<file path="config.mk">
export PLATFORM = sky130hd
export DESIGN_NAME = otsu_div
export DESIGN_NICKNAME = d
export VERILOG_FILES = /design/src/rtl/core/otsu_pkg.sv /design/src/rtl/core/otsu_div.sv
export SDC_FILE = /design/constraint.sdc
export NUM_CORES = 1
export LEC_CHECK = 0
export CAP_MARGIN = 15
export CORE_UTILIZATION = 63
export CTS_CLUSTER_SIZE = 12
export DETAILED_ROUTE_END_ITERATION = 16
export DONT_BUFFER_PORTS = 1
export GPL_TIMING_DRIVEN = 0
export PLACE_DENSITY_LB_ADDON = 0.05
export SLEW_MARGIN = 20
export SYNTH_ARGS = -nofsm -noshare
export SYNTH_HDL_FRONTEND = slang
export SYNTH_SLANG_ARGS = --single-unit
</file>
<file path="constraint.sdc">
create_clock -name i_clk -period 3.9 [get_ports i_clk]
set_clock_uncertainty 0.2 [all_clocks]
set_input_delay 0.78 -clock i_clk [delete_from_list [all_inputs] [get_ports i_clk]]
set_output_delay 0.78 -clock i_clk [all_outputs]
set_load 0.05 [all_outputs]
</file>
<file path="src/rtl/core/otsu_pkg.sv">
`timescale 1ns / 1ps

package otsu_pkg;

    localparam int unsigned LEVEL_W   = 8;
    localparam int unsigned LEVELS    = 256;
    localparam int unsigned CNT_W     = 17;
    localparam int unsigned SUM_W     = 24;
    localparam int unsigned FRAC_W    = 16;
    localparam int unsigned DVD_W     = SUM_W + FRAC_W;
    localparam int unsigned QUO_W     = 24;
    localparam int unsigned STEP_W    = 6;
    localparam int unsigned WSH       = 4;
    localparam int unsigned WT_W      = CNT_W - WSH;
    localparam int unsigned SQ_W      = 24;
    localparam int unsigned P1_W      = SQ_W + WT_W;
    localparam int unsigned SCORE_W   = P1_W + WT_W;
    localparam int unsigned MAX_PIXELS = 65536;

    typedef struct packed {
        logic               acc_v;
        logic [LEVEL_W-1:0] acc_px;
        logic               swp_rd;
        logic               clr;
        logic [LEVEL_W-1:0] swp_addr;
    } t_hist_req;

endpackage

</file>
<file path="src/rtl/core/otsu_div.sv">
`timescale 1ns / 1ps

module otsu_div (
    input  logic                            i_clk,
    input  logic                            i_rst_n,
    input  logic                            i_start,
    input  logic [otsu_pkg::DVD_W-1:0]      i_dividend,
    input  logic [otsu_pkg::CNT_W-1:0]      i_divisor,
    output logic                            o_busy,
    output logic [otsu_pkg::QUO_W-1:0]      o_quot
);

    logic [otsu_pkg::STEP_W-1:0] r_cnt;
    logic [otsu_pkg::DVD_W-1:0]  r_dvd;
    logic [otsu_pkg::CNT_W-1:0]  r_div;
    logic [otsu_pkg::CNT_W-1:0]  r_rem;
    logic [otsu_pkg::QUO_W-1:0]  r_quot;
    logic [otsu_pkg::CNT_W:0]    rem_sh;
    logic                        ge;

    // one quotient bit per cycle, restoring
    assign rem_sh = {r_rem, r_dvd[otsu_pkg::DVD_W-1]};
    assign ge     = rem_sh >= {1'b0, r_div};

    always_ff @(posedge i_clk) begin
        if (!i_rst_n) begin
            r_cnt <= '0;
        end else if (i_start) begin
            r_cnt <= otsu_pkg::STEP_W'(otsu_pkg::DVD_W);
        end else if (r_cnt != '0) begin
            r_cnt <= r_cnt - otsu_pkg::STEP_W'(1);
        end
    end

    always_ff @(posedge i_clk) begin
        if (i_start) begin
            r_dvd  <= i_dividend;
            r_div  <= i_divisor;
            r_rem  <= '0;
            r_quot <= '0;
        end else if (r_cnt != '0) begin
            r_dvd  <= {r_dvd[otsu_pkg::DVD_W-2:0], 1'b0};
            r_rem  <= ge ? otsu_pkg::CNT_W'(rem_sh - {1'b0, r_div})
                         : rem_sh[otsu_pkg::CNT_W-1:0];
            r_quot <= {r_quot[otsu_pkg::QUO_W-2:0], ge};
        end
    end

    assign o_busy = (r_cnt != '0);
    assign o_quot = r_quot;

endmodule

</file>
* Word-level counts from Yosys, hierarchy flattened
Index checks and enable logic that the tools add are counted.
Operators by class: reduce and logical (&&, ||, !) cells 3, $add $sub $neg 2, equality and inequality tests 0, divide/modulo/power cells 0, shifts and indexed selects 0, bitwise logic cells 1, muxes and demuxes 5, order comparisons 1, multipliers 0
Operators by type and width (count):
- two-way mux 40 bit | 2
- >= comparator 18 x 17 -> 1 bit | 1
- two-way mux 17 bit | 1
- subtractor 17 bit | 1
- two-way mux 6 bit | 2
- nonzero test 6 bit | 1
- subtractor 6 x 1 -> 6 bit, second input constant | 1
- nonzero test 2 bit | 1
- OR reduction 2 bit | 1
- NOT 1 bit | 1
Word-level totals: latch bits 0, RAM bits 0, flip-flop bits (word level) 104, logic and storage cells 18, bits in read-only memories 0, memories kept 0

* Longest topological paths before layout
depth after elaboration 3, depth in mapped cells 12, mapped depth without buffers 11

* Worst setup path before layout
Ideal clock, no wire load.
kind input to register, from input port i_start, to register r_dvd[0] in the netlist's numbering, enable pin, arrival time 2.425 ns, path slack 0.871 ns, cell stages on the path 3, path through buf_1 clkbuf_1 nand2b_1
Between the ends: word-level cells in the longest chain between the ends 1
RTL lines:
- start, declared | line otsu_div.sv:6 | input logic i_start,
- nonzero test 2 bit (no line)
- end signal, assigned | line otsu_div.sv:37 | r_dvd <= i_dividend;
- end signal, assigned | line otsu_div.sv:42 | r_dvd <= {r_dvd[otsu_pkg::DVD_W-2:0], 1'b0};
- end, declared | line otsu_div.sv:14 | logic [otsu_pkg::DVD_W-1:0] r_dvd;
Every way passes these cells. A chain may end at the register's enable or synchronous reset.

* Worst setup path in the final report
from register r_cnt[0] in the netlist's numbering, to output port o_busy
Between the ends: word-level cells in the longest chain between the ends 1
RTL lines:
- start, declared | line otsu_div.sv:13 | logic [otsu_pkg::STEP_W-1:0] r_cnt;
- start signal, assigned | line otsu_div.sv:29 | r_cnt <= otsu_pkg::STEP_W'(otsu_pkg::DVD_W);
- start signal, assigned | line otsu_div.sv:31 | r_cnt <= r_cnt - otsu_pkg::STEP_W'(1);
- nonzero test 6 bit | line otsu_div.sv:49 | assign o_busy = (r_cnt != '0);
- end, declared | line otsu_div.sv:9 | output logic o_busy,
Every way passes these cells.

==> run_results.csv <==
group,metric,value,unit
status,outcome,"finished, final reports clean",
timing,hold_slack,0.2966,ns
cells_and_area,nets,552,
timing,tns,0,ns
detailed_routing,vias,3394,
critical_path,regToRegStartpoint,"r_dvd[39]$_DFFE_PP_",
detailed_routing,wirelength,9533,µm
critical_path,arrival,2.37,ns
die,core_area,7687,µm²
global_routing,grt_remaining_overflow,0,
global_routing,antenna_found_initial,0,
yosys,yosys.area_share.simple,0.1187,
clock_network,root_buffer,"clkbuf_8",
placement,placed_cells,564,
cells_and_area,final_area,5341,µm²
critical_path,r2r_cells,12,
timing,tightest_slew,0.6355,ns
yosys,synth_top_area_share,0.3439,
cells_and_area,fillerInstances,605,
clock_network,cts_hold_buffers,0,
critical_path,crit_path_max_incr_delay,0.51,ns
global_routing,grt_pass1_vias,3368,
timing,period_share,0.8595,
yosys,postSynth.asyncResetShare,0,
die,die_w,90.89,µm
yosys,synth_nets,540,
timing,clock.fmax,298.3,MHz
yosys,synth_xor_area_frac,0.02112,
critical_path,path_max_fanout,10,
critical_path,cp_num_buf_inv,3,
timing,setup_viol,0,
critical_path,regToRegEndpoint,"r_rem[2]$_SDFFE_PP0P_",
critical_path,worstPathCellList,"inv_1 -> ha_1 -> or3b_2 -> nor3_2 -> inv_1 -> clkbuf_2",
cells_and_area,layout-drive-gt1-share,0.1590,
timing,period_needed,3.352,ns
critical_path,crit_top_cell,"inv_1",
yosys,synth_adder_area_share,0.04927,
detailed_routing,wl_per_cell,16.44,µm
placement,portBuffers,0,
yosys,synth_compound_area_frac,0.1315,
yosys,yosys_warnings,0,
die,pin_count,85,
pwr,p_per_area,544.1,nW/µm²
clock_network,post_cts_buffers,0,
cells_and_area,fin_cells,580,
global_routing,grt_pass1_wl,15690,µm
detailed_routing,antenna_left,0,
critical_path,crit_required,2.92,ns
clock_network,cts.htree.levels,3,
yosys,yosysMostFrequentCell,"nand2_1",
die,row_count,32,
die,floorplan.initialDensity,0.6475,
cells_and_area,multiInputGateArea,2118,µm²
critical_path,crit_path_start_kind,"register",
timing,slew_headroom,0.5763,
die,dieArea,8260,µm²
placement,dp_hpwl,6667,µm
clock_network,clk_latency,0.37,ns
yosys,synth_top_area_cell,"edfxtp_1",
pwr,peakVddDrop,316.8,µV
yosys,synthMuxAreaShare,0.1046,
worst_hold_path,hold_path_depth,0,
yosys,yosys_most_used_dff,"edfxtp_1",
placement,gp_congestion,0.8945,
clock_network,cts.sink_count,104,
global_routing,track_usage,0.2422,
yosys,synth_edf_count,57,
detailed_routing,initialDrtViolationCount,165,
pwr,total_leakage_power,0.002085,µW
critical_path,worstSetupPathType,"reg2out",
timing,slew_viol_final,0,
clock_network,cts_tree,"yes",
die,die_height,90.89,µm
yosys,synth_top_family_by_area,"compound AO/OA/AOI/OAI gates",
cells_and_area,regArea,2653,µm²
global_routing,grt_max_degree,30,
yosys,synth.distinct_cells,53,
yosys,synth_area_per_cell,10.80,µm²
critical_path,critPathTopFamily,"simple AND/OR/NAND/NOR gates",
detailed_routing,first_pass_iters,4,
yosys,synth_seq_cells,104,
yosys,synthCells,461,
clock_network,cts_buffer_depth,2,
critical_path,crit_start,"r_cnt[0]$_SDFFE_PP0P_",
cells_and_area,area_delta_synth_final,7.315,%
run,max_cap_viol_count,0,
clock_network,ctsResizeCount,0,
yosys,ys_seq_area_frac,0.5329,
placement,placedInstanceArea,5127,µm²
pwr,finalPower,2906,µW
detailed_routing,route.detailed.drc,0,
yosys,synth_area_leaders,"edfxtp_1 34%, dfxtp_1 19%, mux2_2 9.0%, ha_1 4.5%, nand2_1 4.4%",
timing,rsz0062_at_grt,"false",
timing,hold_viol_final,0,
clock_network,clkTransAtPathRegs,0.11,ns
clock_network,numCtsBuffers,9,
detailed_routing,routed_via_density,5.852,
cells_and_area,antenna_cells,0,
worst_hold_path,min_from,"i_divisor[4]",
critical_path,r2r_slack,0.76,ns
critical_path,end_kind,"primary output",
worst_hold_path,hold-path-endpoint,"r_div[4]$_DFFE_PP_",
yosys,synth_area,4977,µm²
yosys,synth_common_cells,"59 x nand2_1, 57 x edfxtp_1, 47 x dfxtp_1",
worst_hold_path,worstHoldPathType,"in2reg",
critical_path,cp_slowest_cell,"or3b_2",
sequential cells by signal, summed over array words and instances (netlist names):
signal,count
r_rem,17
r_div,17
r_dvd,40
r_cnt,6
o_quot,24
power breakdown:
part           leakage (µW)  total (µW)  switching [µW]  internal [µW]
Clock              0.000104         717             405            312
Sequential         0.000966        1410            81.5           1330
Combinational       0.00101         781             461            320
placed cells by master (no fill, tap or decap), types with 4 or more instances in the layout:
master,netlist,layout
mux2_2,40,40
inv_1,28,28
nand2_1,59,59
dfxtp_1,47,47
nor2_1,37,37
edfxtp_1,57,57
a211oi_2,4,4
a21oi_1,41,41
xnor2_1,5,5
ha_1,18,18
mux2i_1,7,7
clkbuf_8,0,9
clkbuf_1,14,13
xor2_1,7,7
o21ai_0,7,7
nand2b_1,7,6
a21o_1,4,4
nand3_1,5,5
a211oi_1,14,14
nor3_1,8,8
worst max-delay path by stage:
stage / depth (start not counted) / endpoint
after floorplan: 3 / r_dvd[0]$_SDFFCE_PN0P_
after global placement: 3 / r_dvd[11]$_DFFE_PP_
after detailed placement: 12 / r_rem[2]$_SDFFE_PP0P_
after CTS: 6 / o_busy
after global routing: 6 / o_busy
final: 6 / o_busy
worst register-to-register path: stages, from the launching register on:
cell	delay, ns
edfxtp_1	0.40
inv_1	0.07
ha_1	0.16
inv_1	0.06
fa_1	0.40
a21o_1	0.23
a22o_1	0.20
o31a_1	0.30
o21ai_2	0.31
buf_6	0.23
buf_6	0.18
o211ai_1	0.14
a21oi_1	0.19
final cells by class:
cell class,instances,share of cell area
buffer,22,0.01968
clock buffer,9,0.02319
clock inverter,7,0.01663
inverter,28,0.01968
multi-input combinational,307,0.3966
sequential,104,0.4966
tap,102,0.02389
timing repair buffer,1,0.003748
metrics by stage:
step                setup slack [ns]    util
floorplan                     0.8709       -
global placement              0.2601  0.6641
detailed placement            0.8540  0.6670
CTS                           0.4379  0.6947
global route                  0.3955  0.6948
finish                        0.5481  0.6948
metal layers:
metal | vias up | GRT usage | part of all wire
li1 | 1668 | - | -
met3 | 13 | 0.08923 | 0.078
met1 | 1611 | 0.2986 | 0.44
met4 | 0 | 0.07143 | 0.016
met5 | - | 0 | 0
met2 | 102 | 0.3984 | 0.47
kinds of logic (layout without fill, tap and decap cells):
group | Yosys count | count (layout)
simple gates | 132 | 132
buf+inv | 50 | 67
flops | 104 | 104
fa+ha+maj | 19 | 19
xor+xnor | 12 | 12
compound gates | 97 | 97
mux | 47 | 47
No activity file was read; power rests on OpenSTA's default activity.
